[config.mk]
export PLATFORM = sky130hd
export DESIGN_NAME = dsten_back
export DESIGN_NICKNAME = d
export VERILOG_FILES = /design/src/rtl/dsten_pkg.sv /design/src/rtl/dsten_back.sv
export SDC_FILE = /design/constraint.sdc
export NUM_CORES = 2
export LEC_CHECK = 0
export BUFFER_PORTS_ARGS = -buffer_cell sky130_fd_sc_hd__buf_2
export CORE_ASPECT_RATIO = 1.4
export CORE_MARGIN = 4
export CORE_UTILIZATION = 59
export DETAILED_ROUTE_END_ITERATION = 16
export PLACE_DENSITY = 0.77
export SLEW_MARGIN = 20
export SYNTH_ARGS = -nofsm -noshare
export SYNTH_HDL_FRONTEND = slang
export SYNTH_SLANG_ARGS = --single-unit
[constraint.sdc]
create_clock -name clk_i -period 3.55 [get_ports clk_i]
set_input_delay 0 -clock clk_i [delete_from_list [all_inputs] [get_ports clk_i]]
set_output_delay 0 -clock clk_i [all_outputs]
set_load 0.05 [all_outputs]
[src/rtl/dsten_pkg.sv]
// Shared types and constants for the axis diffusion stencil.
package dsten_pkg;

  localparam int unsigned MAX_GRID    = 63;
  localparam int unsigned VALUE_BITS  = 24;
  localparam int unsigned COEFF_BITS  = 16;
  localparam int unsigned IDX_BITS    = 6;
  localparam int unsigned FRAC_SHIFT  = COEFF_BITS - 2;
  localparam int unsigned QUEUE_DEPTH = 4;
  localparam int unsigned QPTR_BITS   = 2;

  // Product widths: center term and neighbor-sum term, then their sum
  localparam int unsigned PC_BITS  = VALUE_BITS + COEFF_BITS;
  localparam int unsigned PN_BITS  = VALUE_BITS + 1 + COEFF_BITS;
  localparam int unsigned SUM_BITS = PN_BITS + 1;
  localparam int unsigned SH_BITS  = SUM_BITS - FRAC_SHIFT;

  // Configuration register indexes
  typedef enum logic [1:0] {
    REG_COEFF_CENTER   = 2'd0,
    REG_COEFF_NEIGHBOR = 2'd1,
    REG_DIRECTION      = 2'd2,
    REG_GRID_SIZE      = 2'd3
  } cfg_reg_e;

  typedef enum logic {
    DIR_ROW = 1'b0,
    DIR_COL = 1'b1
  } dir_e;

  typedef struct packed {
    logic signed [COEFF_BITS-1:0] coeff_center;
    logic signed [COEFF_BITS-1:0] coeff_neighbor;
    dir_e                         direction;
    logic [IDX_BITS-1:0]          grid_size;
  } cfg_t;

  // One stencil job handed from the front to the back
  typedef struct packed {
    logic signed [VALUE_BITS-1:0] prior;
    logic signed [VALUE_BITS-1:0] center;
    logic signed [VALUE_BITS-1:0] after;
    logic [IDX_BITS-1:0]          row;
    logic [IDX_BITS-1:0]          col;
    logic                         done;
  } op_t;

endpackage

[src/rtl/dsten_back.sv]
// Back end: weighted sum, rounding, saturation and the output register.
module dsten_back
  import dsten_pkg::*;
(
  input  logic                         clk_i,
  input  logic                         rst_ni,
  input  cfg_t                         cfg_i,
  input  logic                         q_empty_i,
  input  op_t                          q_op_i,
  output logic                         q_pop_o,
  output logic signed [VALUE_BITS-1:0] new_value_o,
  output logic [IDX_BITS-1:0]          out_row_o,
  output logic [IDX_BITS-1:0]          out_col_o,
  output logic                         frame_done_o,
  output logic                         out_valid_o,
  input  logic                         out_ready_i
);

  logic                         adv;
  logic signed [VALUE_BITS:0]   nb_sum;
  logic signed [PC_BITS-1:0]    pc_d, pc_q;
  logic signed [PN_BITS-1:0]    pn_d, pn_q;
  logic                         s1_v_q;
  logic [IDX_BITS-1:0]          s1_row_q, s1_col_q;
  logic                         s1_done_q;
  logic signed [SUM_BITS-1:0]   sum;
  logic signed [SH_BITS-1:0]    sh;
  logic signed [VALUE_BITS-1:0] sat;
  logic                         ovf_hi, ovf_lo;
  logic                         out_valid_q;
  logic signed [VALUE_BITS-1:0] val_q;
  logic [IDX_BITS-1:0]          row_q, col_q;
  logic                         done_q;

  // Whole pipe moves unless the output holds an untaken result
  assign adv     = !out_valid_q || out_ready_i;
  assign q_pop_o = adv && !q_empty_i;

  // Stage 1: products
  assign nb_sum = q_op_i.prior + q_op_i.after;
  assign pc_d   = q_op_i.center * cfg_i.coeff_center;
  assign pn_d   = nb_sum * cfg_i.coeff_neighbor;

  // Stage 2: round half up, drop fraction, clamp to value range
  assign sum    = pc_q + pn_q + SUM_BITS'(1 << (FRAC_SHIFT - 1));
  assign sh     = sum[SUM_BITS-1:FRAC_SHIFT];
  assign ovf_hi = !sh[SH_BITS-1] && (|sh[SH_BITS-2:VALUE_BITS-1]);
  assign ovf_lo = sh[SH_BITS-1] && !(&sh[SH_BITS-2:VALUE_BITS-1]);

  always_comb begin
    sat = sh[VALUE_BITS-1:0];
    if (ovf_hi) begin
      sat = {1'b0, {(VALUE_BITS-1){1'b1}}};
    end else if (ovf_lo) begin
      sat = {1'b1, {(VALUE_BITS-1){1'b0}}};
    end
  end

  always_ff @(posedge clk_i or negedge rst_ni) begin
    if (!rst_ni) begin
      s1_v_q      <= 1'b0;
      out_valid_q <= 1'b0;
    end else if (adv) begin
      s1_v_q      <= q_pop_o;
      out_valid_q <= s1_v_q;
    end
  end

  always_ff @(posedge clk_i) begin
    if (adv) begin
      pc_q      <= pc_d;
      pn_q      <= pn_d;
      s1_row_q  <= q_op_i.row;
      s1_col_q  <= q_op_i.col;
      s1_done_q <= q_op_i.done;
      val_q     <= sat;
      row_q     <= s1_row_q;
      col_q     <= s1_col_q;
      done_q    <= s1_done_q;
    end
  end

  assign out_valid_o  = out_valid_q;
  assign new_value_o  = val_q;
  assign out_row_o    = row_q;
  assign out_col_o    = col_q;
  assign frame_done_o = done_q;

endmodule

Yosys cells after proc, flatten, opt, wreduce, memory -nomap -nowiden
Cells that the tools add are included.
Widths: inputs -> output; s select.
{"block": "op_classes", "reduce_logical": 10, "multipliers": 2, "mux": 1, "addsub": 3}
{"operator": "$add 40x41->42", "n": 1}
{"operator": "$add 42x15->42 const B", "n": 1}
{"operator": "$mul 25x16->41", "n": 1}
{"operator": "$mul 24x16->40", "n": 1}
{"operator": "$add 24x24->25", "n": 1}
{"operator": "$mux 24", "n": 1}
{"operator": "$logic_not 1->1", "n": 4}
{"operator": "$reduce_and 4->1", "n": 1}
{"operator": "$reduce_or 4->1", "n": 1}
{"operator": "$logic_and 1x1->1", "n": 3}
{"operator": "$logic_or 1x1->1", "n": 1}
{"block": "totals", "output_inout_bits": 39, "regBits": 133, "wordCells": 27, "in_bits": 128}

Longest topological paths before layout
{"block": "logic_depth", "depth_word": 6, "depth_mapped": 37}

Worst setup path before layout
No wires, ideal clock.
{"block": "synth_timing", "path_type": "input to register", "from": "input port q_op_i[14] in the netlist's numbering", "to": "register pn_q[37] (data pin)", "t_arrival_ns": 7.804, "setup_slack_ns": -4.511, "cell_stages": 32, "path_cell_list": "ha_1 a21o_1 a21oi_1 o21ai_1 a2111oi_0 o21a_1 or3b_1 a21oi_1 or2_2 nor3_1 clkbuf_1 nand2_1 fa_1 fa_1 fa_1 inv_1 fa_1 fa_1 inv_1 fa_1 inv_1 ha_1 a21o_1 a21o_1 a21o_1 a21oi_1 o21ai_0 nor2b_1 a221o_1 a311o_1 a21oi_1 xnor2_1"}
{"block": "synth_via", "elab_chain_len": 2}
{"element": "start: declaration", "line_no": "dsten_back.sv:9", "text": "input op_t q_op_i,"}
{"element": "$add 24x24->25", "line_no": "dsten_back.sv:40", "text": "assign nb_sum = q_op_i.prior + q_op_i.after;"}
{"element": "$mul 25x16->41", "line_no": "dsten_back.sv:42", "text": "assign pn_d = nb_sum * cfg_i.coeff_neighbor;"}
{"element": "via pn_d[37]", "line_no": "dsten_back.sv:22", "text": "logic signed [PN_BITS-1:0] pn_d, pn_q;"}
{"element": "end signal: assignment", "line_no": "dsten_back.sv:72", "text": "pn_q <= pn_d;"}
{"element": "end: declaration", "line_no": "dsten_back.sv:22"}
The timed path passes the listed nets, and every way through them passes these cells.
A chain may end at the register's enable or synchronous reset.

Final worst setup path
{"block": "layout_timing", "from": "input port q_op_i[13] in the netlist's numbering", "to": "register pn_q[40] (data pin)"}
The elaborated chain is that of the path after synthesis.

==> impl_metrics.py <==
metrics = {
    "logic_synthesis": {
        "ys_ff_latch": 133,
        "synth.area.top_cells": "fa_1 (43%), edfxtp_1 (11%), ha_1 (11%), inv_1 (9.3%), and2_1 (5.1%)",
        "synth_top_family_by_area": "adder cells",
        "syn_area_per_cell_sq_um": 9.53,
        "muxShareOfSynthArea_pct": 0.0317,
        "synth_area_sq_um": 35500,
        "synth-compound-area-share_pct": 7.11,
        "yosysWarnings": 0,
        "synthAdderAreaFrac_pct": 53.6,
        "yosysTopAreaCell": "fa_1",
        "yosysSeqAreaShare_pct": 11.2,
        "synthCells": 3730,
        "synth_edf_count": 131,
        "async_flop_share_pct": 1.50,
        "synthSimpleGateAreaFrac_pct": 14.1,
        "ys.flop_type": "edfxtp_1",
        "synth_xor_xnor_area_share_pct": 3.20,
        "synth_top_area_share_pct": 43.0,
        "ys_types": 68,
        "synth_fp_nets": 4922,
    },
    "timing": {
        "skew_ns": 0.00821,
        "setup_viol": 92,
        "finalHoldViolCount": 0,
        "setup-tns-final_ns": -174.48,
        "relSlewSlack_pct": 40.6,
        "layout_setup_ws_ns": -4.04,
        "tightest_slew_ns": 0.891,
        "min_period_ns": 7.59,
        "rsz0062_at_grt": "true",
        "fin_crit_sh_pct": 214,
        "slew_viol_final": 0,
        "fmax_mhz": 132,
    },
    "clock_tree": {
        "clk_path_buf_depth": 2,
        "cts.sinks": 133,
        "clkTransAtPathRegs_ns": 0.06,
        "htreeDepth": 4,
        "cts_tree": "done",
        "clkLatencyLatePin_ns": 0.45,
        "cts-buffers-inserted": 17,
        "cts_root_buf": "clkbuf_16",
    },
    "global_routing": {
        "grt_max_degree": 55,
        "use_met2_pct": 57.5,
        "antenna_found_initial": 1,
        "overflow": 0,
        "grtUsageMet3_pct": 3.19,
        "first_global_vias": 32300,
        "busiest_layer": "met2",
        "grt_pass1_wl_mm": 156,
        "grt.total_usage_pct": 30.0,
        "use_met1_pct": 32.9,
    },
    "routing": {
        "dr.first_iter.drc_count": 1902,
        "antenna_left": 0,
        "drc_errors": 0,
        "drt_pass1_iterations": 6,
        "viasPerCell": 5.63,
        "wire_per_inst_microns": 20.2,
        "num_vias": 29400,
        "wirelength_mm": 106,
    },
    "critical_path": {
        "crit_slowest_cell": "fa_1",
        "startpoint_type": "input pin",
        "worst-setup-path-type": "input pin to flop",
        "slowest_delay_ns": 0.52,
        "endpoint_kind": "flop",
        "crit_top_cell": "fa_1",
        "crit_arrival_ns": 7.78,
        "required_ns": 3.75,
        "cp_max_fo": 5,
    },
    "placed_design": {
        "gp_congestion": 0.928,
        "io_buffers": 159,
        "hpwl_mm": 75.2,
    },
    "die": {
        "chipHeight_microns": 298,
        "core_sq_um": 59700,
        "die_w_microns": 215,
        "pin_count": 167,
        "row_count": 106,
        "fp.dieArea_sq_um": 64300,
        "initial_utilization_pct": 59.5,
    },
    "final_layout": {
        "seq_area_sq_um": 3980,
        "area_growth_pct": 29.3,
        "drive_gt1_share_pct": 28.2,
        "fill_cells": 3485,
        "fin_nets": 5653,
        "multiInputGateArea_sq_um": 30000,
    },
    "job": {
        "max-cap-violations": 0,
    },
    "status": {
        "violations": "negative setup slack",
        "outcome": "complete, but fails checks",
    },
    "hold_path": {
        "min_path_type": "input pin to flop",
    },
}
## critical path: cells and delay by family
family | cells | cell delay [ns]
buffers and inverters | 10 | 0.88
xor gates and xnor gates | 2 | 0.35
AOI/OAI and AO/OA | 13 | 2.51
and+or+nand+nor | 4 | 0.41
adders and majority gates | 9 | 3.59
## path summary, 6_finish.rpt
kind	startpoint	endpoint	slack [ns]	cells after the start
setup / recovery	q_op_i[13]	pn_q[40]$_DFFE_PN_	-4.04	38
hold / removal	cfg_i[23]	pc_q[0]$_DFFE_PN_	0.16	2
setup reg to reg	pc_q[8]$_DFFE_PN_	new_value_o[0]$_SDFFCE_PP1N_	-0.44	16
hold reg to reg	s1_row_q[3]$_DFFE_PN_	out_row_o[3]$_DFFE_PN_	0.42	0
max in group asynchronous	rst_ni	s1_v_q$_DFFE_PN0N_	2.98	3
min in group asynchronous	rst_ni	out_valid_o$_DFFE_PN0N_	0.45	3
## final cells by class
| type | instances | share of cell area, % |
|---|---|---|
| Clock inverter | 15 | 0.474 |
| Inverter | 878 | 7.18 |
| Clock buffer | 17 | 0.926 |
| Timing Repair Buffer | 849 | 15.4 |
| Sequential cell | 133 | 8.67 |
| Antenna cell | 1 | 0.00544 |
| Tap cell | 756 | 2.06 |
| Multi-Input combinational cell | 2582 | 65.3 |
## kinds of logic (layout without fill, tap and decap cells)
family / count (synthesis) / in the layout
XOR/XNOR: 130 / 131
multiplexers: 1 / 1
AO/OA/AOI/OAI: 364 / 364
AND/OR/NAND/NOR: 1022 / 1022
adder cells (fa/ha/maj): 1064 / 1064
other: 0 / 1
flip-flops: 133 / 133
buffers and inverters: 1016 / 1759
## flip-flops by register name, indices dropped and copies added, names as in the netlist
name          count
pn_q             41
s1_row_q          6
out_row_o         6
s1_done_q         1
out_col_o         6
s1_v_q            1
pc_q             40
s1_col_q          6
out_valid_o       1
frame_done_o      1
new_value_o      24
## what timing repair did
item | in CTS | in global routing
buffers inserted | 71 | 67
endpoints found under the hold margin | 16 | 0
resized for setup | 314 | 216
pin swaps | 221 | 204
setup endpoints to repair | 92 | 93
hold buffers | 18 | 0
gates cloned | 2 | 6
## routing by layer
metal,up-vias,wire (microns)
met3,574,5630
met1,14800,34800
met2,1288,57200
met4,0,8210
met5,-,0
li1,12800,-
## synth_stat cells (6+ instances only)
master,count
nand4_1,9
nand2_1,461
o211ai_1,11
o21ai_0,44
nor3_1,22
fa_1,763
or2_2,10
inv_1,878
a21oi_1,89
o21a_1,21
and2_1,290
edfxtp_1,131
o21ai_1,6
ha_1,301
a31oi_1,10
nor2b_1,29
nand3_1,41
a211oi_1,6
xnor2_1,93
nor2_1,76
nand2b_1,39
o31ai_1,6
o21bai_1,14
and3_1,25
clkbuf_1,131
or3_1,8
a21o_1,99
a2111oi_0,6
xor2_1,37
## stage by stage
step / hold WS (ns) / utilization (%) / cell area (sq um) / worst slack [ns] / std cells
4_1_cts: 0.136 / 74.6 / 44500 / -3.80 / 5169
5_1_grt: 0.160 / 77.0 / 46000 / -4.25 / 5231
2_1_floorplan: -0.296 / - / 36700 / -4.05 / 3730
3_3_place_gp: -0.214 / 69.8 / 41700 / -4.49 / 5054
6_report: 0.163 / 77.0 / 46000 / -4.04 / 5231
3_5_place_dp: -0.215 / 69.8 / 41700 / -4.67 / 5054
## placed cells by master (no fill, tap or decap), drive strengths merged, types with 8 or more instances in the layout
master | synthesis | layout
inv | 878 | 884
buf | 7 | 826
fa | 763 | 763
nand2 | 461 | 461
ha | 301 | 301
and2 | 290 | 290
edfxtp | 131 | 131
a21o | 99 | 99
xnor2 | 93 | 94
a21oi | 92 | 92
nor2 | 77 | 77
o21ai | 50 | 50
nand3 | 41 | 41
nand2b | 39 | 39
xor2 | 37 | 37
nor2b | 29 | 29
and3 | 25 | 25
nor3 | 23 | 23
clkbuf | 131 | 22
o21a | 21 | 21
dlygate4sd3 | 0 | 18
o21bai | 14 | 14
o211ai | 12 | 12
or2 | 10 | 10
a31oi | 10 | 10
nand4 | 9 | 9
or3 | 8 | 8
Power is not shown: default switching activity piles up to over one toggle a cycle in this logic, so the estimate is an artifact.
