==> src/rtl/dsten_pkg.sv <==
// Shared types and constants for the axis diffusion stencil.
package dsten_pkg;

  localparam int unsigned MAX_GRID    = 63;
  localparam int unsigned VALUE_BITS  = 24;
  localparam int unsigned COEFF_BITS  = 16;
  localparam int unsigned IDX_BITS    = 6;
  localparam int unsigned FRAC_SHIFT  = COEFF_BITS - 2;
  localparam int unsigned QUEUE_DEPTH = 4;
  localparam int unsigned QPTR_BITS   = 2;

  // Product widths: center term and neighbor-sum term, then their sum
  localparam int unsigned PC_BITS  = VALUE_BITS + COEFF_BITS;
  localparam int unsigned PN_BITS  = VALUE_BITS + 1 + COEFF_BITS;
  localparam int unsigned SUM_BITS = PN_BITS + 1;
  localparam int unsigned SH_BITS  = SUM_BITS - FRAC_SHIFT;

  // Configuration register indexes
  typedef enum logic [1:0] {
    REG_COEFF_CENTER   = 2'd0,
    REG_COEFF_NEIGHBOR = 2'd1,
    REG_DIRECTION      = 2'd2,
    REG_GRID_SIZE      = 2'd3
  } cfg_reg_e;

  typedef enum logic {
    DIR_ROW = 1'b0,
    DIR_COL = 1'b1
  } dir_e;

  typedef struct packed {
    logic signed [COEFF_BITS-1:0] coeff_center;
    logic signed [COEFF_BITS-1:0] coeff_neighbor;
    dir_e                         direction;
    logic [IDX_BITS-1:0]          grid_size;
  } cfg_t;

  // One stencil job handed from the front to the back
  typedef struct packed {
    logic signed [VALUE_BITS-1:0] prior;
    logic signed [VALUE_BITS-1:0] center;
    logic signed [VALUE_BITS-1:0] after;
    logic [IDX_BITS-1:0]          row;
    logic [IDX_BITS-1:0]          col;
    logic                         done;
  } op_t;

endpackage

==> src/rtl/dsten_front.sv <==
// Front end: cell intake, line stores, neighbor gathering and end-of-frame flush.
module dsten_front
  import dsten_pkg::*;
(
  input  logic                         clk_i,
  input  logic                         rst_ni,
  input  cfg_t                         cfg_i,
  input  logic                         clr_i,
  input  logic signed [VALUE_BITS-1:0] cell_value_i,
  input  logic                         in_valid_i,
  output logic                         in_ready_o,
  input  logic                         q_full_i,
  output logic                         q_push_o,
  output op_t                          q_op_o
);

  // Line stores for column mode
  logic [VALUE_BITS-1:0] prev_mem [MAX_GRID];
  logic [VALUE_BITS-1:0] pend_mem [MAX_GRID];

  logic [IDX_BITS-1:0] row_q, row_d, col_q, col_d;
  logic [IDX_BITS-1:0] edge_m1;
  logic                a_last_row, a_last_col;
  logic                a_cell, a_flush, a_load;
  logic [IDX_BITS-1:0] rd_addr;

  // Flush sequencer
  logic                flush_q, flush_d;
  logic [IDX_BITS-1:0] fidx_q, fidx_d;

  // Stage B: gathered neighbors
  logic                         b_valid_q, b_valid_d;
  logic                         b_flush_q;
  logic signed [VALUE_BITS-1:0] b_cur_q;
  logic [IDX_BITS-1:0]          b_row_q, b_col_q;
  logic                         b_lastr_q, b_lastc_q;
  logic signed [VALUE_BITS-1:0] prev_rd_q, pend_rd_q;

  // Row-mode window
  logic signed [VALUE_BITS-1:0] left_q, pendc_q;

  // Second result of a row end in row mode
  logic tail_v_q, tail_v_d;
  op_t  tail_q;

  logic b_has_op, b_mk_tail, b_trig, b_go, b_free;
  op_t  b_op, tail_op;

  // Effective grid edge minus one, small grids clamp to two
  assign edge_m1 = (cfg_i.grid_size < IDX_BITS'(2)) ? IDX_BITS'(1)
                                                     : cfg_i.grid_size - 1'b1;

  assign a_last_row = (row_q == edge_m1);
  assign a_last_col = (col_q == edge_m1);

  // Stage B job formation
  always_comb begin
    b_op      = '0;
    tail_op   = '0;
    b_has_op  = 1'b0;
    b_mk_tail = 1'b0;
    if (b_flush_q) begin
      b_has_op  = 1'b1;
      b_op      = '{prior: prev_rd_q, center: pend_rd_q, after: '0,
                    row: b_row_q, col: b_col_q, done: b_lastc_q};
    end else if (cfg_i.direction == DIR_ROW) begin
      b_has_op  = (b_col_q != '0);
      b_mk_tail = b_lastc_q;
      b_op      = '{prior: left_q, center: pendc_q, after: b_cur_q,
                    row: b_row_q, col: b_col_q - 1'b1, done: 1'b0};
      tail_op   = '{prior: (b_col_q == '0) ? '0 : pendc_q, center: b_cur_q,
                    after: '0, row: b_row_q, col: b_col_q, done: b_lastr_q};
    end else begin
      b_has_op  = (b_row_q != '0);
      b_op      = '{prior: prev_rd_q, center: pend_rd_q, after: b_cur_q,
                    row: b_row_q - 1'b1, col: b_col_q, done: 1'b0};
    end
  end

  assign b_trig = b_valid_q && !b_flush_q && (cfg_i.direction == DIR_COL)
                  && b_lastr_q && b_lastc_q;
  assign b_go   = b_valid_q && (!b_has_op || (!tail_v_q && !q_full_i));
  assign b_free = !b_valid_q || b_go;

  // Intake: held off while the last row flushes
  assign in_ready_o = !flush_q && b_free && !b_trig;
  assign a_cell     = in_valid_i && in_ready_o;
  assign a_flush    = flush_q && b_free;
  assign a_load     = a_cell || a_flush;
  assign rd_addr    = flush_q ? fidx_q : col_q;

  // Queue write: a waiting tail goes first
  assign q_push_o = (tail_v_q && !q_full_i) || (b_go && b_has_op);
  assign q_op_o   = tail_v_q ? tail_q : b_op;

  // Raster position, flush index and control next state
  always_comb begin
    row_d     = row_q;
    col_d     = col_q;
    flush_d   = flush_q;
    fidx_d    = fidx_q;
    b_valid_d = b_valid_q;
    tail_v_d  = tail_v_q;
    if (a_cell) begin
      if (a_last_col) begin
        col_d = '0;
        row_d = a_last_row ? '0 : row_q + 1'b1;
      end else begin
        col_d = col_q + 1'b1;
      end
    end
    if (clr_i) begin
      row_d = '0;
      col_d = '0;
    end
    if (b_go && b_trig) begin
      flush_d = 1'b1;
      fidx_d  = '0;
    end else if (a_flush) begin
      flush_d = (fidx_q != edge_m1);
      fidx_d  = fidx_q + 1'b1;
    end
    if (a_load) begin
      b_valid_d = 1'b1;
    end else if (b_go) begin
      b_valid_d = 1'b0;
    end
    if (b_go && b_mk_tail) begin
      tail_v_d = 1'b1;
    end else if (tail_v_q && !q_full_i) begin
      tail_v_d = 1'b0;
    end
  end

  always_ff @(posedge clk_i or negedge rst_ni) begin
    if (!rst_ni) begin
      row_q     <= '0;
      col_q     <= '0;
      flush_q   <= 1'b0;
      fidx_q    <= '0;
      b_valid_q <= 1'b0;
      tail_v_q  <= 1'b0;
    end else begin
      row_q     <= row_d;
      col_q     <= col_d;
      flush_q   <= flush_d;
      fidx_q    <= fidx_d;
      b_valid_q <= b_valid_d;
      tail_v_q  <= tail_v_d;
    end
  end

  // Stage B payload
  always_ff @(posedge clk_i) begin
    if (a_load) begin
      b_flush_q <= a_flush;
      b_cur_q   <= cell_value_i;
      b_row_q   <= a_flush ? edge_m1 : row_q;
      b_col_q   <= a_flush ? fidx_q : col_q;
      b_lastr_q <= a_flush ? 1'b1 : a_last_row;
      b_lastc_q <= a_flush ? (fidx_q == edge_m1) : a_last_col;
    end
    if (b_go && b_mk_tail) begin
      tail_q <= tail_op;
    end
    if (b_go && !b_flush_q && (cfg_i.direction == DIR_ROW)) begin
      left_q  <= (b_col_q == '0) ? '0 : pendc_q;
      pendc_q <= b_cur_q;
    end
  end

  // Line store access: read on load, update when a column-mode cell retires
  always_ff @(posedge clk_i) begin
    if (a_load) begin
      prev_rd_q <= $signed(prev_mem[rd_addr]);
      pend_rd_q <= $signed(pend_mem[rd_addr]);
    end
    if (b_go && !b_flush_q && (cfg_i.direction == DIR_COL)) begin
      prev_mem[b_col_q] <= (b_row_q == '0) ? '0 : pend_rd_q;
      pend_mem[b_col_q] <= b_cur_q;
    end
  end

endmodule

==> config.mk <==
export PLATFORM = sky130hd
export DESIGN_NAME = dsten_front
export DESIGN_NICKNAME = d
export VERILOG_FILES = /design/src/rtl/dsten_pkg.sv /design/src/rtl/dsten_front.sv
export SDC_FILE = /design/constraint.sdc
export NUM_CORES = 2
export LEC_CHECK = 0
export ABC_AREA = 1
export ABC_CLOCK_PERIOD_IN_PS = 10800
export BUFFER_PORTS_ARGS = -buffer_cell sky130_fd_sc_hd__buf_2
export CORE_ASPECT_RATIO = 0.9
export CORE_MARGIN = 1
export CORE_UTILIZATION = 47
export CTS_BUF_LIST = sky130_fd_sc_hd__clkbuf_4 sky130_fd_sc_hd__clkbuf_8
export DETAILED_ROUTE_END_ITERATION = 7
export HOLD_SLACK_MARGIN = 0.1
export SLEW_MARGIN = 40
export SYNTH_ARGS = -nofsm -noshare
export SYNTH_HDL_FRONTEND = slang
export SYNTH_SLANG_ARGS = --single-unit
==> constraint.sdc <==
create_clock -name clk_i -period 10.8 [get_ports clk_i]
set_input_delay 1.62 -clock clk_i [delete_from_list [all_inputs] [get_ports clk_i]]
set_output_delay 1.62 -clock clk_i [all_outputs]
set_load 0.05 [all_outputs]
Yosys cells after proc, flatten, opt, wreduce, memory -nomap -nowiden
Memories as Yosys holds them, arrays and structs flattened. A register that Yosys moved wholly into a read port is not among the register bits.
Index checks and enable logic that the tools add are counted.
Cells by class
  add/subtract/negate cells: 6
  order comparisons: 1
  equal/unequal tests: 4
  mux-type cells: 31
  bitwise logic cells: 1
  reductions and logical operators: 39
Operators by type and width (number)
  $mux 85: 3
  $mux 6: 13
  $mux 24: 2
  $add 6x1->6 const B: 3
  $eq 6x6->1: 3
  $sub 6x1->6 const B: 3
  $logic_and 1x1->1: 17
  $mux 1: 13
  $logic_not 6->1: 2
  $reduce_bool 6->1: 2
  $reduce_bool 2->1: 5
  $logic_not 1->1: 7
  $lt 6x2->1 const B: 1
  $ne 6x6->1: 1
  $logic_or 1x1->1: 4
  $reduce_and 2->1: 1
  $reduce_or 2->1: 1
  $not 1->1: 1
Storage, ports and cells
  flip-flop bits (word level): 193
  memory bits (writable): 3024
  bits of input ports: 68
  output and inout port bits: 87
  logic and storage cells: 104
  memories: 2
Memory list
  pend_mem: words 63, width 24, rd ports 1, clocked after Yosys merged registers in 1, write ports 1, line dsten_front.sv:19  | logic [VALUE_BITS-1:0] pend_mem [MAX_GRID];
  prev_mem: words 63, width 24, rd ports 1, clocked after Yosys merged registers in 1, write ports 1, line dsten_front.sv:18  | logic [VALUE_BITS-1:0] prev_mem [MAX_GRID];

Depth between registers and ports, before layout
  depth after elaboration: 12
  depth in mapped cells: 15
  depth with buffers taken out: 13

Worst setup path before layout
Ideal clock, no wire load.
  path type: input to register
  start point: input cfg_i[6] (netlist name)
  end point: memory pend_mem[13][0] (enable)
  library setup time: 513 ps
  arrival time: 5912 ps
  required time: 10287 ps
  setup slack: 4375 ps
  stages on the path: 8
  buffers on the path: 1
  cell sequence: nor2_1 > nand4_1 > nand3_1 > nand2_1 > nor2_4 > nand2_1 > buf_2 > nor3_1
On the way
  cells in the longest elaborated chain, start to end: 9
RTL lines
  from (decl): line dsten_front.sv:7  | input cfg_t cfg_i,
  $mux 1: line dsten_front.sv:66  | end else if (cfg_i.direction == DIR_ROW) begin
  $mux 1: line dsten_front.sv:62  | if (b_flush_q) begin
  $logic_not 1->1: line dsten_front.sv:82  | assign b_go = b_valid_q && (!b_has_op || (!tail_v_q && !q_full_i));
  $logic_or 1x1->1: line dsten_front.sv:82
  $logic_and 1x1->1: line dsten_front.sv:82
  $logic_and 1x1->1: line dsten_front.sv:178  | if (b_go && !b_flush_q && (cfg_i.direction == DIR_COL)) begin
  $logic_and 1x1->1 (*): line dsten_front.sv:178
  $mux 1 (*): line dsten_front.sv:178
  $mux 1 (implied by the code) (*): line dsten_front.sv:180  | pend_mem[b_col_q] <= b_cur_q;
  to (decl): line dsten_front.sv:19
Mark *: on every way between the ends. The rest lies on a longest branch, timed or not.

==> results.txt <==
The flow ran to the end, and the final reports show no timing, DRC or antenna violations. Routability-driven placement finished with a final weighted congestion of slightly above 0.8. Gates resized during post-CTS repair numbered 0. In this run the worst hold path is classified as reg -> reg.

In this run the power spent charging and discharging nets is 18.7 mW. Hold is met by 0.561 ns. The normalized max-slew margin came out at a little over a third. The sequential share of power is 36.9%. The worst IR drop on VDD is roughly 0.26 mV. The overall routed net length came out at 405000 um. The power density over the cells came out at 296 nW/um^2. The initial antenna violation count came to 18. The fraction of the yosys area taken by sequential cells came out at 72.5%. The critical path goes through nor2_1 -> clkinv_1 -> nor2_1 -> inv_1 -> nor3_1 -> nand2_1 -> xor2_1 -> o21ai_0 -> buf_2. The number of slew-limit violations in the final report is 0. The average via count per standard cell came out at between 5 and 6. After synthesis, the cell types taking the most area are sky130_fd_sc_hd__edfxtp_1 72%, sky130_fd_sc_hd__nand2_1 8.0%, sky130_fd_sc_hd__nand3_1 5.5%. The global route total overflow came out at 0. The number of warnings reported in the yosys synthesis log is 0. At the pin with the least slew margin, the transition time is 0.972 ns. The detail route stage leaves a number of antenna-violating nets equal to 0. The maximum net fanout on the critical path came out at 9. The combinational cell fraction of total power came out at between 30% and 40%. The post-synthesis to final-layout area growth is 11.6%.

On the critical path, the stage with the largest delay is an instance of sky130_fd_sc_hd__clkinv_1. In this design, the stage delay of the slowest critical-path cell is 0.60 ns. The number of standard-cell rows in the floorplan came out at 185.

In the routed design, unresolved DRC markers number 0. Clock-pin slew was measured on the worst setup and hold paths at 0.06 ns. In the synthesized netlist the dominant register cell turns out to be sky130_fd_sc_hd__edfxtp_1. The number of port buffers came out at 122. The count of flip-flops with a built-in enable after synthesis is 3220. The clock period minus final worst setup slack is 5.65 ns. The first-pass GRT wire length is 579000 um. The number of search-and-repair iterations in the first detailed-routing pass came out at 6. In the layout the commonest cells are 3220 x sky130_fd_sc_hd__edfxtp_1, 2852 x sky130_fd_sc_hd__nand2_1, 1471 x sky130_fd_sc_hd__nand3_1, 1241 x sky130_fd_sc_hd__inv_1, 956 x sky130_fd_sc_hd__o211ai_1. The final-layout fill cell count came out at 23900. The core box area came out at 283000 um^2. The arrival time at the worst endpoint came out at 4.03 ns. The maximum achievable frequency is 0.177 GHz. The leakage component of the power is roughly 55 nW. The worst setup path is captured at an output pin. The share of synthesized flip-flops with an asynchronous set or reset is 0.648%. Across all layers, the routed design uses 88900 vias.

Dividing the synthesized area by the synthesized cell count gives 11.9 um^2. The via count of the first global-routing pass came to 83300. The share of power burned in the clock network is 23.5%. Summed over all failing endpoints, the final setup total negative slack is 0 ns. The I/O pin count is 155. The gate count after technology mapping is 11200. The worst-skew pair later-pin latency came out at 1.03 ns.

The share of total power consumed by net switching came out at 42.2%. When the netlist entered floorplanning its net count stood at 11300. The number of unique standard cell types used by synthesis came out at 34. Setup violations remaining at the end of the flow were counted as 0.

The number of H-tree levels is 6. The register bit count reported by yosys is approximately 3200. The internal power summed over all cells came out at 25.6 mW. The final hold violation count is 0.

The number of max-capacitance violations reported came out at 0. The synthesized area came out at 134000 um^2. The largest area contributor in the synthesized netlist is sky130_fd_sc_hd__edfxtp_1. The per-cell routed wire length is 25.9 um. Setup repair after global routing left no endpoint under its margin. The buffers inserted during post-CTS setup optimization came out at 0. Entering global routing, the biggest net connects 231 pins. In the finished design, the share of the clock period the worst path needs comes to 52.3%. The die covers about 290000 um^2. The die height came out at a little over 500 um.

The library cell used most frequently in the layout, excluding fill and tap cells, is sky130_fd_sc_hd__edfxtp_1. The initial utilization of the core area, before any placement, comes to 47.4%. STA classifies the critical path startpoint as a flop. Clock skew on the completed layout was measured at 0.0558 ns.

The clock tree root buffer cell is sky130_fd_sc_hd__clkbuf_8. The worst endpoint required time is 9.18 ns. CTS saw 3241 sinks. The worst setup path is of the reg -> out kind.

At the end of the flow, the number of nets in the layout was between 10000 and 15000. TritonCTS built the clock tree. Counting the buffers created by CTS gives roughly 530. The area fraction of the dominant cell type after synthesis came out at 72.1%. After legalization and detailed placement, the total HPWL measured 211000 um. The total routing usage reported by global routing is 27.9%. The initial detailed-routing violation count is 11600. The number of hold buffers added after cts is 0. Of the cells placed in the final design, the portion with a size suffix greater than 1 is 11.1%. The clock passes through at most 4 buffers. The die extent in x came out at 565 um. By instance count, the cell type seen most on the critical path is sky130_fd_sc_hd__nor2_1.
## layer usage
layer	GRT usage, %	vias up	routed length [um]
met2	42.5	4436	179000
met3	5.38	729	41600
met4	9.92	16	14200
met5	0	-	127
met1	39.9	43800	170000
li1	-	40000	-
## synth_stat cells, types with 3 or more instances
library cell	instances
sky130_fd_sc_hd__o21ai_0	193
sky130_fd_sc_hd__inv_1	1247
sky130_fd_sc_hd__clkbuf_1	172
sky130_fd_sc_hd__nand3_1	1474
sky130_fd_sc_hd__ha_1	8
sky130_fd_sc_hd__xor2_1	16
sky130_fd_sc_hd__nand2_1	2861
sky130_fd_sc_hd__nand4_1	11
sky130_fd_sc_hd__nand2_2	3
sky130_fd_sc_hd__buf_4	10
sky130_fd_sc_hd__nor3_1	36
sky130_fd_sc_hd__buf_2	413
sky130_fd_sc_hd__dfrtp_1	21
sky130_fd_sc_hd__a21oi_1	155
sky130_fd_sc_hd__nand3b_1	4
sky130_fd_sc_hd__edfxtp_1	3220
sky130_fd_sc_hd__buf_6	14
sky130_fd_sc_hd__buf_1	93
sky130_fd_sc_hd__inv_2	7
sky130_fd_sc_hd__nor2_1	281
sky130_fd_sc_hd__o21ai_1	35
sky130_fd_sc_hd__o211ai_1	956
## registers in the layout (all words and copies together), names as in the netlist, 6 cells and up
register,count
col_q,6
prev_rd_q,24
b_row_q,6
pend_mem,1512
tail_q,61
prev_mem,1512
pendc_q,24
row_q,6
b_cur_q,24
b_col_q,6
left_q,24
pend_rd_q,24
fidx_q,6
## kinds of logic after synthesis
family | after synthesis | synth area share [%]
AO/OA/AOI/OAI | 1343 | 6.81
AND/OR/NAND/NOR | 4675 | 14.6
flip-flops | 3241 | 72.5
adder cells (fa/ha/maj) | 8 | 0.0746
buffers and inverters | 1958 | 5.97
XOR/XNOR | 17 | 0.111
## power by group through the flow
stage / clock (mW) / combinational (mW) / sequential, mW
2_1_floorplan: 0 / 11.1 / 16.7
3_3_place_gp: 0 / 16.9 / 16.6
3_5_place_dp: 0 / 17.2 / 16.6
4_1_cts: 10.5 / 17.3 / 16.3
5_1_grt: 11.1 / 19.0 / 16.4
6_report: 10.4 / 17.6 / 16.3
## per-stage QoR
stage / power, mW / setup WS, ns / cell area, um^2 / utilization [%] / std cells
floorplan: 27.8 / 4.37 / 134000 / - / 11200
global placement: 33.5 / 4.19 / 139000 / 49.0 / 14600
CTS: 44.2 / 5.12 / 149000 / 52.8 / 15600
global route: 46.4 / 5.07 / 150000 / 52.9 / 15600
detailed placement: 33.8 / 5.13 / 139000 / 49.2 / 14700
finish: 44.4 / 5.15 / 150000 / 52.9 / 15600
## worst max-delay path, delay by kind of cell, from the launching register on
kind	cells	cell delay [ns]
compound gates	1	0.37
buf+inv	3	1.05
simple gates	4	0.88
xor+xnor	1	0.15
flops	1	0.55
## final timing paths
| kind | start | end | slack (ns) | cells after the start |
|---|---|---|---|---|
| min reg2reg | pendc_q[20] | left_q[20] | 0.56 | 2 |
| min in group asynchronous | rst_ni | fidx_q[3] | 0.59 | 1 |
| max | b_col_q[2] | q_op_o[6] | 5.15 | 9 |
| max reg2reg | flush_q | prev_rd_q[3] | 5.54 | 11 |
| min | pendc_q[20] | left_q[20] | 0.56 | 2 |
| max in group asynchronous | rst_ni | tail_v_q | 9.78 | 1 |
## area by class of cell
type / instances / area [um^2] / share of cell area, %
clock buffers: 737 / 8940 / 5.98
diodes: 6 / 15.0 / 0.0100
repair buffers: 396 / 3490 / 2.33
well taps: 3740 / 4680 / 3.13
flip-flops and latches: 3241 / 97200 / 65.0
inverters: 1256 / 4750 / 3.18
clock inverters: 190 / 1130 / 0.753
multi-input cells: 6043 / 29400 / 19.7
Note: power is estimated with default switching activity, not from simulation.
