<file path="src/rtl/dsten_pkg.sv">
// Shared types and constants for the axis diffusion stencil.
package dsten_pkg;

  localparam int unsigned MAX_GRID    = 63;
  localparam int unsigned VALUE_BITS  = 24;
  localparam int unsigned COEFF_BITS  = 16;
  localparam int unsigned IDX_BITS    = 6;
  localparam int unsigned FRAC_SHIFT  = COEFF_BITS - 2;
  localparam int unsigned QUEUE_DEPTH = 4;
  localparam int unsigned QPTR_BITS   = 2;

  // Product widths: center term and neighbor-sum term, then their sum
  localparam int unsigned PC_BITS  = VALUE_BITS + COEFF_BITS;
  localparam int unsigned PN_BITS  = VALUE_BITS + 1 + COEFF_BITS;
  localparam int unsigned SUM_BITS = PN_BITS + 1;
  localparam int unsigned SH_BITS  = SUM_BITS - FRAC_SHIFT;

  // Configuration register indexes
  typedef enum logic [1:0] {
    REG_COEFF_CENTER   = 2'd0,
    REG_COEFF_NEIGHBOR = 2'd1,
    REG_DIRECTION      = 2'd2,
    REG_GRID_SIZE      = 2'd3
  } cfg_reg_e;

  typedef enum logic {
    DIR_ROW = 1'b0,
    DIR_COL = 1'b1
  } dir_e;

  typedef struct packed {
    logic signed [COEFF_BITS-1:0] coeff_center;
    logic signed [COEFF_BITS-1:0] coeff_neighbor;
    dir_e                         direction;
    logic [IDX_BITS-1:0]          grid_size;
  } cfg_t;

  // One stencil job handed from the front to the back
  typedef struct packed {
    logic signed [VALUE_BITS-1:0] prior;
    logic signed [VALUE_BITS-1:0] center;
    logic signed [VALUE_BITS-1:0] after;
    logic [IDX_BITS-1:0]          row;
    logic [IDX_BITS-1:0]          col;
    logic                         done;
  } op_t;

endpackage

</file>
<file path="src/rtl/dsten_fifo.sv">
// Small job queue between the front and the back of the stencil.
module dsten_fifo
  import dsten_pkg::*;
(
  input  logic clk_i,
  input  logic rst_ni,
  input  logic push_i,
  input  op_t  push_op_i,
  input  logic pop_i,
  output op_t  pop_op_o,
  output logic full_o,
  output logic empty_o
);

  op_t                  mem_q [QUEUE_DEPTH];
  logic [QPTR_BITS-1:0] wr_ptr_q, wr_ptr_d;
  logic [QPTR_BITS-1:0] rd_ptr_q, rd_ptr_d;
  logic [QPTR_BITS:0]   count_q, count_d;
  logic                 do_push, do_pop;

  assign full_o   = (count_q == (QPTR_BITS+1)'(QUEUE_DEPTH));
  assign empty_o  = (count_q == '0);
  assign do_push  = push_i && !full_o;
  assign do_pop   = pop_i && !empty_o;
  assign pop_op_o = mem_q[rd_ptr_q];

  // Pointer and fill count
  always_comb begin
    wr_ptr_d = do_push ? wr_ptr_q + 1'b1 : wr_ptr_q;
    rd_ptr_d = do_pop ? rd_ptr_q + 1'b1 : rd_ptr_q;
    count_d  = count_q;
    if (do_push && !do_pop) begin
      count_d = count_q + 1'b1;
    end else if (do_pop && !do_push) begin
      count_d = count_q - 1'b1;
    end
  end

  always_ff @(posedge clk_i or negedge rst_ni) begin
    if (!rst_ni) begin
      wr_ptr_q <= '0;
      rd_ptr_q <= '0;
      count_q  <= '0;
    end else begin
      wr_ptr_q <= wr_ptr_d;
      rd_ptr_q <= rd_ptr_d;
      count_q  <= count_d;
    end
  end

  // Entry storage
  always_ff @(posedge clk_i) begin
    if (do_push) begin
      mem_q[wr_ptr_q] <= push_op_i;
    end
  end

endmodule

</file>
<file path="config.mk">
export PLATFORM = sky130hd
export DESIGN_NAME = dsten_fifo
export DESIGN_NICKNAME = d
export VERILOG_FILES = /design/src/rtl/dsten_pkg.sv /design/src/rtl/dsten_fifo.sv
export SDC_FILE = /design/constraint.sdc
export NUM_CORES = 1
export LEC_CHECK = 0
export BUFFER_PORTS_ARGS = -buffer_cell sky130_fd_sc_hd__buf_2
export CAP_MARGIN = 10
export CELL_PAD_IN_SITES_DETAIL_PLACEMENT = 0
export CELL_PAD_IN_SITES_GLOBAL_PLACEMENT = 2
export CORE_MARGIN = 3
export CORE_UTILIZATION = 48
export CTS_CLUSTER_DIAMETER = 120
export DETAILED_ROUTE_END_ITERATION = 8
export HOLD_SLACK_MARGIN = 0.12
export PLACE_DENSITY = 0.9
export SYNTH_ARGS = -nofsm -noshare
export SYNTH_HDL_FRONTEND = slang
export SYNTH_SLANG_ARGS = --single-unit
</file>
<file path="constraint.sdc">
create_clock -name clk_i -period 9.66 [get_ports clk_i]
set_clock_uncertainty 0.15 [all_clocks]
set_input_delay 0 -clock clk_i [delete_from_list [all_inputs] [get_ports clk_i]]
set_output_delay 0 -clock clk_i [all_outputs]
set_load 0.03 [all_outputs]
</file>
# After elaboration in Yosys (flattened, before gate mapping)
# Memory sizes are Yosys's and may differ from the RTL's.
# Cells that the tools add are included.
# classes
n_reduce_logical	10
muxes	4
n_addsub	4
eq_ne	1
# op_table
cell	n
$mux W3	2
$add A2 B1 Y2 const B	2
$logic_and A1 B1 Y1	4
$logic_not A1 Y1	4
$add A3 B1 Y3 const B	1
$eq A3 B3 Y1 const B	1
$logic_not A3 Y1	1
$sub A3 B1 Y3 const B	1
$mux W1	2
$reduce_bool A2 Y1	1
# totals
n_memories	1
ff_bits	7
in_bits	89
mem_bits_rw	340
# memory_table
name	words	word_bits	read_ports	rd_clocked_by_memory_dff	write_ports	line_no	text
mem_q	4	85	1	0	1	dsten_fifo.sv:15	op_t mem_q [QUEUE_DEPTH];

# Longest topological paths before layout
# Gate-level depths: netlist (run 1).
# logic_depth
depth_word	7
depth_mapped	9
mapped_depth_nobuf	8

# Least setup slack after synthesis (run 1)
# OpenSTA, ideal clock, no wires.
# synth_path
path_type	reg-to-reg
start	register count_q[2]
end	memory mem_q[0][0] in the netlist's numbering (enable)
t_arrival_ns	2.860
n_path_buf	1
required_time_ns	9.057
setup_time_ns	0.453
slack_ns	6.197
stages_incl_launch_ff	5
cell_sequence	dfrtp_1 > nor3b_2 > nor2b_1 > buf_2 > and2_1
# synth_between
elab_chain_len	5
# synth_rtl
item	line_no	text
start: declaration	dsten_fifo.sv:18	logic [QPTR_BITS:0] count_q, count_d;
start signal: assignment	dsten_fifo.sv:47	count_q <= count_d;
$eq A3 B3 Y1	dsten_fifo.sv:21	assign full_o = (count_q == (QPTR_BITS+1)'(QUEUE_DEPTH));
net full_o	dsten_fifo.sv:11	output logic full_o,
$logic_not A1 Y1	dsten_fifo.sv:23	assign do_push = push_i && !full_o;
$logic_and A1 B1 Y1	dsten_fifo.sv:23	
net do_push	dsten_fifo.sv:19	logic do_push, do_pop;
$mux W1	dsten_fifo.sv:53	if (do_push) begin
$mux W1 (not written as such)	dsten_fifo.sv:54	mem_q[wr_ptr_q] <= push_op_i;
end: declaration	dsten_fifo.sv:15	
# The timed path passes the listed nets, and every way through them passes these cells.

==> results.cfg, run 1 <==
[sta]
fin_crit_ns = 3.391
worst_slew_pin_slew_ns = 0.8955
relSlewSlack_pct = 40.30
hold_viol_final = 0
setup-tns-final_ns = 0
setup_violations = 0
fin_crit_sh_pct = 35.10
finalWorstSetupSlack_ns = 6.269
rsz0062_at_grt = false
drv_slew = 0
fmaxAchievable_mhz = 294.9

[power]
switching_share_pct = 33.48
p_seq_share_pct = 42.9
powerDensity_nw_per_um2 = 304.4
internal_power_mw = 3.349
p_total_mw = 5.035
power.share.clock_pct = 24.2
p_sw_mw = 1.685
combPwrFrac_pct = 32.9
vdd.ir_drop.worst_mv = 0.2142
p_leak_nw = 5.762

[critical_path]
cp_cell_sequence = buf_4 > mux4_2 > buf_2
rr_endpoint = mem_q[1][83]
reg2reg_slack_ns = 6.75
cp_slowest_cell = dfrtp_4
r2r-start = count_q[2]
cpPeakStageDelay_ns = 1.01
startpoint_type = flop
path_class = flop to output port
path_max_fanout = 45
crit_family = flip-flops
worstSetupEndpointType = output port
required_ns = 9.51
reg2regPathDepth = 4
arrival_ns = 3.24
timing.critical_path.buf_inv = 2

[die]
fp.dieW_um = 168.7
die-area_sq_um = 28460
floorplan.initialDensity_pct = 49.59
num_rows = 58
core_sq_um = 25620
fp.dieH_um = 168.7
num_io_pins = 176

[min_path]
holdPathEnd = mem_q[0][54]
hp-start = push_op_i[54]
hold_depth = 2
hold_path_class = primary input to flop

[synthesis]
avgSynthCellArea_sq_um = 26.41
ys_seq_elements = 347
synthMuxAreaShare_pct = 15.25
synth_xor_area_share_pct = 0.4136
synth-simple-area-share_pct = 0.4924
synth_nets = 576
synth_cells = 481
synth-compound-area-share_pct = 0
synth_adder_area_share_pct = 0.6500
synth.distinct_cells = 22
syn_area_sq_um = 12700
yosysSeqAreaShare_pct = 81.74
synth_top_family_by_area = multiplexers
yosysWarnings = 0

[place]
place_ws_ns = 6.684
portBuffers = 175
dp_hpwl_mm = 13.89
place_congestion = 0.7184
placed_area_sq_um = 13890

[final_layout]
final_util_pct = 64.57
fillers = 1679
syn_to_final_growth_pct = 30.20
final_area_sq_um = 16540
finalNetCount = 935
drive_above_1_share_pct = 36.74

[flow_run]
maxCapViolCount = 0

[clock_tree]
cts_resized = 0
htree_num_levels = 2
cts.reportedPaths.clkPinSlew_ns = 0.06
cts-root-buf = clkbuf_16
cts_num_sinks = 347
post_cts_buffers = 0
cts_tree = yes
clk-insertion-delay-late_ns = 0.49
cts_made_buffers = 35
clockBufferDepth = 3
hold_buffers = 162

[global_routing]
grt_pass1_vias = 7041
grt_usage_pct = 17.93
grt_max_degree = 58
antenna_found_initial = 2
grt-ovfl-total = 0
grt_pass1_wl_mm = 39.60

[drt]
ant_nets = 0
avgRoutedWirePerCell_um = 21.04
routed_wl_mm = 25.06
drc_errors = 0
vias = 6303
drtPass1Iterations = 5
drt_iter0_drc = 507
via_per_inst = 5.292

[outcome]
status = complete, no violations
-- state kept, by name, summed over array words and instances, names as in the netlist --
| signal | count |
|---|---|
| mem_q | 340 |
| wr_ptr_q | 2 |
| count_q | 3 |
| rd_ptr_q | 2 |
-- cell families after synthesis --
logic type,Yosys count
xor gates and xnor gates,6
adders and majority gates,6
buffers and inverters,25
DFF,347
muxes,87
and+or+nand+nor,10
-- synth_stat cells, drive strengths merged --
| cell | number | area, sq um |
|---|---|---|
| nor2 | 1 | 3.750 |
| nand2 | 1 | 3.750 |
| and2 | 4 | 25.02 |
| xnor2 | 4 | 35.03 |
| mux4 | 85 | 1914 |
| mux2 | 2 | 22.52 |
| nor2b | 1 | 6.260 |
| ha | 5 | 62.56 |
| nor3b | 1 | 12.51 |
| or3 | 1 | 6.260 |
| edfxtp | 340 | 10210 |
| fa | 1 | 20.02 |
| dfrtp | 7 | 175.2 |
| nand3 | 1 | 5.000 |
| xor2 | 2 | 17.52 |
| buf | 18 | 158.9 |
| clkbuf | 3 | 11.26 |
| inv | 4 | 15.01 |
-- metal layers --
metal	global-route usage, %	share of wire, %
met5	0	0.036
met4	5.265	2.4
met3	4.017	6.3
met2	30.50	52
met1	23.55	39
-- cell type report --
cell class              count  area, sq um  area share, %
multi-input cells         109         2145          12.97
clock buffers              47        963.4          5.824
well taps                 330        412.9          2.496
clock inverters            10        67.56         0.4085
repair buffers            343         2542          15.37
inverters                   4        15.01        0.09077
flip-flops and latches    347        10390          62.83
diodes                      1        2.502        0.01513
-- how the worst max path moves through the flow --
| stage | startpoint | to | slack, ns | cells after the start |
|---|---|---|---|---|
| global placement | rd_ptr_q[0] | pop_op_o[1] | 6.70 | 3 |
| floorplan | count_q[2] | mem_q[0][0] | 6.20 | 4 |
| CTS | rd_ptr_q[0] | pop_op_o[1] | 6.14 | 3 |
| detailed placement | rd_ptr_q[0] | pop_op_o[1] | 6.68 | 3 |
| global route | rd_ptr_q[0] | pop_op_o[3] | 5.98 | 3 |
| finish | rd_ptr_q[0] | pop_op_o[20] | 6.27 | 3 |
-- cells in the final DEF (no fill, tap or decap), types with 2 or more instances in the layout --
cell	count
xor2_1	2
buf_4	6
clkbuf_16	37
clkinv_2	3
buf_2	175
edfxtp_1	340
inv_1	4
ha_1	5
dfrtp_1	5
clkbuf_1	10
dfrtp_4	2
and2_4	4
xnor2_1	4
clkinv_1	6
dlygate4sd3_1	162
mux2_2	2
mux4_2	85
-- worst register-to-register path, cell delays in order, from the launching register on --
cell and delay, ns:
dfrtp_1 0.40, nor3b_2 0.17, nor2b_1 0.44, and2_4 0.54, buf_4 0.80
-- power groups by stage --
stage	Sequential, mW	Clock [mW]	Combinational (mW)
2_1_floorplan	2.09	0	1.30
3_3_place_gp	2.17	0	1.61
3_5_place_dp	2.20	0	1.62
4_1_cts	2.17	1.25	1.68
5_1_grt	2.20	1.31	1.76
6_report	2.16	1.22	1.66
-- per-stage QoR --
step	hold slack (ns)	instances
2_1_floorplan	-0.4456	481
3_3_place_gp	-0.3108	971
3_5_place_dp	-0.3081	971
4_1_cts	0.1202	1190
5_1_grt	0.1301	1191
6_report	0.1356	1191
(Power assumes the default switching activity.)
==> run 2: changes to the inputs <==
- CORE_UTILIZATION: 48 -> 41
- PLACE_DENSITY: 0.9 -> 0.83
- clock period: 9.66 -> 3.11 ns (I/O delays scaled with it)
==> results.cfg, run 2 (synthesis gave the netlist of run 1 again) <==
[outcome]
status = complete, no violations

[critical_path]
path_class = flop to output port
cp_cell_sequence = buf_12 > mux4_2 > buf_2
path_max_fanout = 40
crit_family = flip-flops
required_ns = 2.96
startpoint_type = flop
arrival_ns = 2.32
cp_slowest_cell = dfrtp_4
timing.critical_path.buf_inv = 2
worstSetupEndpointType = output port
cpPeakStageDelay_ns = 0.65

[clock_tree]
cts-root-buf = clkbuf_16
cts_resized = 0
cts_made_buffers = 35
clockBufferDepth = 3
clk-insertion-delay-late_ns = 0.49
htree_num_levels = 2
post_cts_buffers = 0
cts_tree = yes
cts.reportedPaths.clkPinSlew_ns = 0.06
cts_num_sinks = 347

[drt]
routed_wl_mm = 24.76
vias = 6268
drtPass1Iterations = 7
avgRoutedWirePerCell_um = 19.66
drt_iter0_drc = 377
drc_errors = 0
ant_nets = 0
via_per_inst = 4.979

[sta]
setup-tns-final_ns = 0
setup_violations = 0
rsz0062_at_grt = false
fin_crit_sh_pct = 79.57
drv_slew = 0
fin_crit_ns = 2.475
fmaxAchievable_mhz = 404.1
worst_slew_pin_slew_ns = 0.5145
relSlewSlack_pct = 65.63
hold_viol_final = 0

[global_routing]
grt_usage_pct = 15.06
grt_pass1_wl_mm = 39.16
grt-ovfl-total = 0
grt_pass1_vias = 7090
antenna_found_initial = 1
grt_max_degree = 49

[flow_run]
maxCapViolCount = 0

[final_layout]
syn_to_final_growth_pct = 33.04
drive_above_1_share_pct = 38.48
stdcell_count = 1259
final_common_cell = edfxtp_1
reg_top3 = mem_q (340), count_q (3)
final_util_pct = 56.13
final_cell_mix = 340 x edfxtp_1, 175 x buf_2, 160 x dlygate4sd3_1
largest_register = mem_q
largest_reg_flops = 340
finalNetCount = 939

[die]
floorplan.initialDensity_pct = 42.19
fp.dieH_um = 182.0
num_io_pins = 176
core_sq_um = 30110
num_rows = 63
fp.dieW_um = 182.0
die-area_sq_um = 33130

[power]
vdd.ir_drop.worst_mv = 0.6041
p_leak_nw = 5.899
powerDensity_nw_per_um2 = 963.2

[min_path]
hold_path_class = primary input to flop

[place]
place_congestion = 0.7624
portBuffers = 175
placed_cells = 1037
dp_hpwl_mm = 14.64
==> run 2: where the power goes <==
| part | total (mW) | switching [mW] | internal (mW) | leakage, nW |
|---|---|---|---|---|
| Sequential | 6.51 | 0.323 | 6.18 | 3.19 |
| Combinational | 5.50 | 3.40 | 2.10 | 2.12 |
| Clock | 4.27 | 1.62 | 2.66 | 0.588 |
==> run 2: cell type report <==
cell class / count / area, sq um
antenna: 1 / 2.502
clock buffer: 40 / 937.1
clock inverter: 21 / 255.2
fill: 2260 / 13210
inverter: 4 / 15.01
multi-input combinational: 109 / 2145
sequential: 347 / 10390
tap: 390 / 488.0
timing repair buffer: 347 / 2668
==> run 2: stage by stage <==
stage                     cell area [sq um]  total power, mW  hold WS (ns)  worst slack [ns]
after global placement                14110            11.93       -0.3153            0.7405
after detailed placement              14110            12.09       -0.3071            0.6489
after floorplan                       12710            10.49       -0.4456            0.5824
after global routing                  16900            17.04        0.1331            0.4618
final                                 16900            16.28        0.1380            0.6353
after CTS                             16890            16.55        0.1212            0.5342
==> run 2: path summary, 6_finish.rpt <==
| path | from | end | slack, ns | depth (start not counted) |
|---|---|---|---|---|
| worst max-delay path | rd_ptr_q[0] | pop_op_o[80] | 0.64 | 3 |
| max in group asynchronous | rst_ni | rd_ptr_q[1] | 2.24 | 3 |
| worst max register to register | count_q[2] | count_q[2] | 0.67 | 8 |
| min in group asynchronous | rst_ni | wr_ptr_q[1] | 0.30 | 3 |
| worst min-delay path | push_op_i[41] | mem_q[3][41] | 0.14 | 2 |
| worst min register to register | count_q[2] | count_q[2] | 0.38 | 1 |
==> run 2: per-layer routing <==
metal | vias to the layer above | part of all wire (%) | GRT usage [%]
li1 | 2793 | - | -
met1 | 3248 | 41 | 20.00
met2 | 194 | 51 | 25.68
met3 | 33 | 6.6 | 3.466
met4 | 0 | 1.4 | 3.291
met5 | - | 0 | 0
==> run 2: repair_timing <==
item | 4_1_cts | 5_1_grt
hold buffers | 159 | 1
hold endpoints to repair | 372 | 4
endpoints found under the setup margin | 0 | 0
==> run 3: changes to the inputs <==
- CORE_UTILIZATION: 41 -> 45
- PLACE_DENSITY: 0.83 -> 0.86
- clock period: 3.11 -> 2.33 ns (I/O delays scaled with it)
==> results.cfg, run 3 (synthesis gave the netlist of run 1 again) <==
[outcome]
status = complete, no violations

[critical_path]
cp_slowest_cell = or3_1
worstSetupEndpointType = flop
path_class = flop to flop
path_max_fanout = 3
cp_cell_sequence = or3_1 > nand2_1 > ha_2 > inv_1 > fa_1 > xor2_1 > nor2_1 > xor2_1
cpPeakStageDelay_ns = 0.42
startpoint_type = flop
reg2reg_slack_ns = 0.09
required_ns = 2.58
cp_common_cell = xor2_1
arrival_ns = 2.49

[place]
place_congestion = 0.6963
portBuffers = 175
place_ws_ns = 0.1205
dp_hpwl_mm = 14.65

[global_routing]
grt-ovfl-total = 0
use_met1_pct = 21.08
grt_usage_pct = 16.70
grt_pass1_vias = 7121
grt_util_met2_pct = 29.02
grt_use_met3_pct = 3.932
gr-max-usage-layer = met2
grt_pass1_wl_mm = 39.41
grt_max_degree = 50
antenna_found_initial = 1

[clock_tree]
cts-root-buf = clkbuf_16
cts_tree = yes
cts_num_sinks = 347
htree_num_levels = 2
cts.reportedPaths.clkPinSlew_ns = 0.06
clockBufferDepth = 3
clk-insertion-delay-late_ns = 0.50
cts_made_buffers = 36

[drt]
drt_iter0_drc = 422
drtPass1Iterations = 4
routed_wl_mm = 25.04
avgRoutedWirePerCell_um = 20.08
ant_nets = 0
via_per_inst = 5.084
drc_errors = 0
vias = 6340

[final_layout]
final_util_pct = 61.91
finalNetCount = 946
largest_register = mem_q
drive_above_1_share_pct = 38.67
largest_reg_flops = 340
final_common_cell = edfxtp_1
fillers = 1955
syn_to_final_growth_pct = 33.17
final_cell_mix = 340 x edfxtp_1, 175 x buf_2, 158 x dlygate4sd3_1
reg_top3 = mem_q (340), count_q (3)

[sta]
finalWorstSetupSlack_ns = 0.09305
hold_viol_final = 0
fin_crit_ns = 2.237
rsz0062_at_grt = false
fin_crit_sh_pct = 96.01
relSlewSlack_pct = 76.25
setup-tns-final_ns = 0
drv_slew = 0
fmaxAchievable_mhz = 447.0
worst_slew_pin_slew_ns = 0.3551
setup_violations = 0

[flow_run]
maxCapViolCount = 0

[power]
powerDensity_nw_per_um2 = 1276
combPwrFrac_pct = 35.3
p_total_mw = 21.59
power.share.clock_pct = 24.7
internal_power_mw = 14.41
p_leak_nw = 5.884
p_seq_share_pct = 40.0
p_sw_mw = 7.182
vdd.ir_drop.worst_mv = 0.7066
switching_share_pct = 33.26

[min_path]
hold_path_class = primary input to flop

[die]
fp.dieW_um = 174.0
fp.dieH_um = 174.0
floorplan.initialDensity_pct = 46.49
core_sq_um = 27330
die-area_sq_um = 30280
num_rows = 60
num_io_pins = 176
==> run 3: changes by cell type in the layout (fill, tap and decap cells not counted), sizes merged <==
| cell | delta |
|---|---|
| clkinvlp | +5 |
| clkinv | -6 |
| bufinv | -4 |
| clkbuf | +5 |
| buf | +8 |
| dlygate4sd3 | -2 |
==> run 3: critical path, delay by kind of cell, from the launching register on <==
kind / cells / cell delay, ns
buffers and inverters: 1 / 0.05
AND/OR/NAND/NOR: 3 / 0.66
XOR/XNOR: 2 / 0.35
flip-flops: 1 / 0.37
adder cells (fa/ha/maj): 2 / 0.57
==> run 3: area by class of cell <==
class / count / area [sq um] / area share [%]
multi-input combinational: 109 / 2153 / 12.73
inverter: 4 / 15.01 / 0.08874
clock inverter: 16 / 137.6 / 0.8135
timing repair buffer: 353 / 2786 / 16.47
clock buffer: 45 / 965.9 / 5.709
antenna: 1 / 2.502 / 0.01479
sequential: 347 / 10390 / 61.43
tap: 372 / 465.4 / 2.751
==> run 3: what timing repair did <==
| action | CTS | global route |
|---|---|---|
| endpoints found under the setup margin | 73 | 12 |
| gates resized for setup | 0 | 2 |
| endpoints found under the hold margin | 354 | 4 |
| setup buffers | 1 | 0 |
| hold buffers | 157 | 1 |
| pin swaps | 0 | 0 |
==> run 3: power by group through the flow <==
stage	registers, mW	clock network, mW	logic (mW)
2_1_floorplan	8.59	0	5.42
3_3_place_gp	8.75	0	7.36
3_5_place_dp	8.85	0	7.45
4_1_cts	8.66	5.47	7.76
5_1_grt	8.74	5.76	8.09
6_report	8.64	5.32	7.63
==> run 3: metal layers <==
| layer | vias to the layer above | share of wire, % |
|---|---|---|
| li1 | 2801 | - |
| met1 | 3309 | 41 |
| met2 | 175 | 51 |
| met3 | 53 | 5.0 |
| met4 | 2 | 2.4 |
| met5 | - | 0.048 |
==> run 3: path summary, 6_finish.rpt <==
| check | start | end | cells after the start |
|---|---|---|---|
| max | count_q[0] | count_q[2] | 8 |
| min | push_op_i[71] | mem_q[1][71] | 2 |
| max reg2reg | count_q[0] | count_q[2] | 8 |
| min reg2reg | count_q[2] | count_q[2] | 1 |
| max in group asynchronous | rst_ni | rd_ptr_q[1] | 3 |
| min in group asynchronous | rst_ni | count_q[0] | 3 |
==> run 3: metrics by stage <==
step | area [sq um] | cells | hold WS, ns
CTS | 16900 | 1245 | 0.1206
floorplan | 12720 | 481 | -0.4456
global placement | 14220 | 1026 | -0.3021
finish | 16920 | 1247 | 0.1350
detailed placement | 14220 | 1026 | -0.3000
global route | 16920 | 1246 | 0.1211
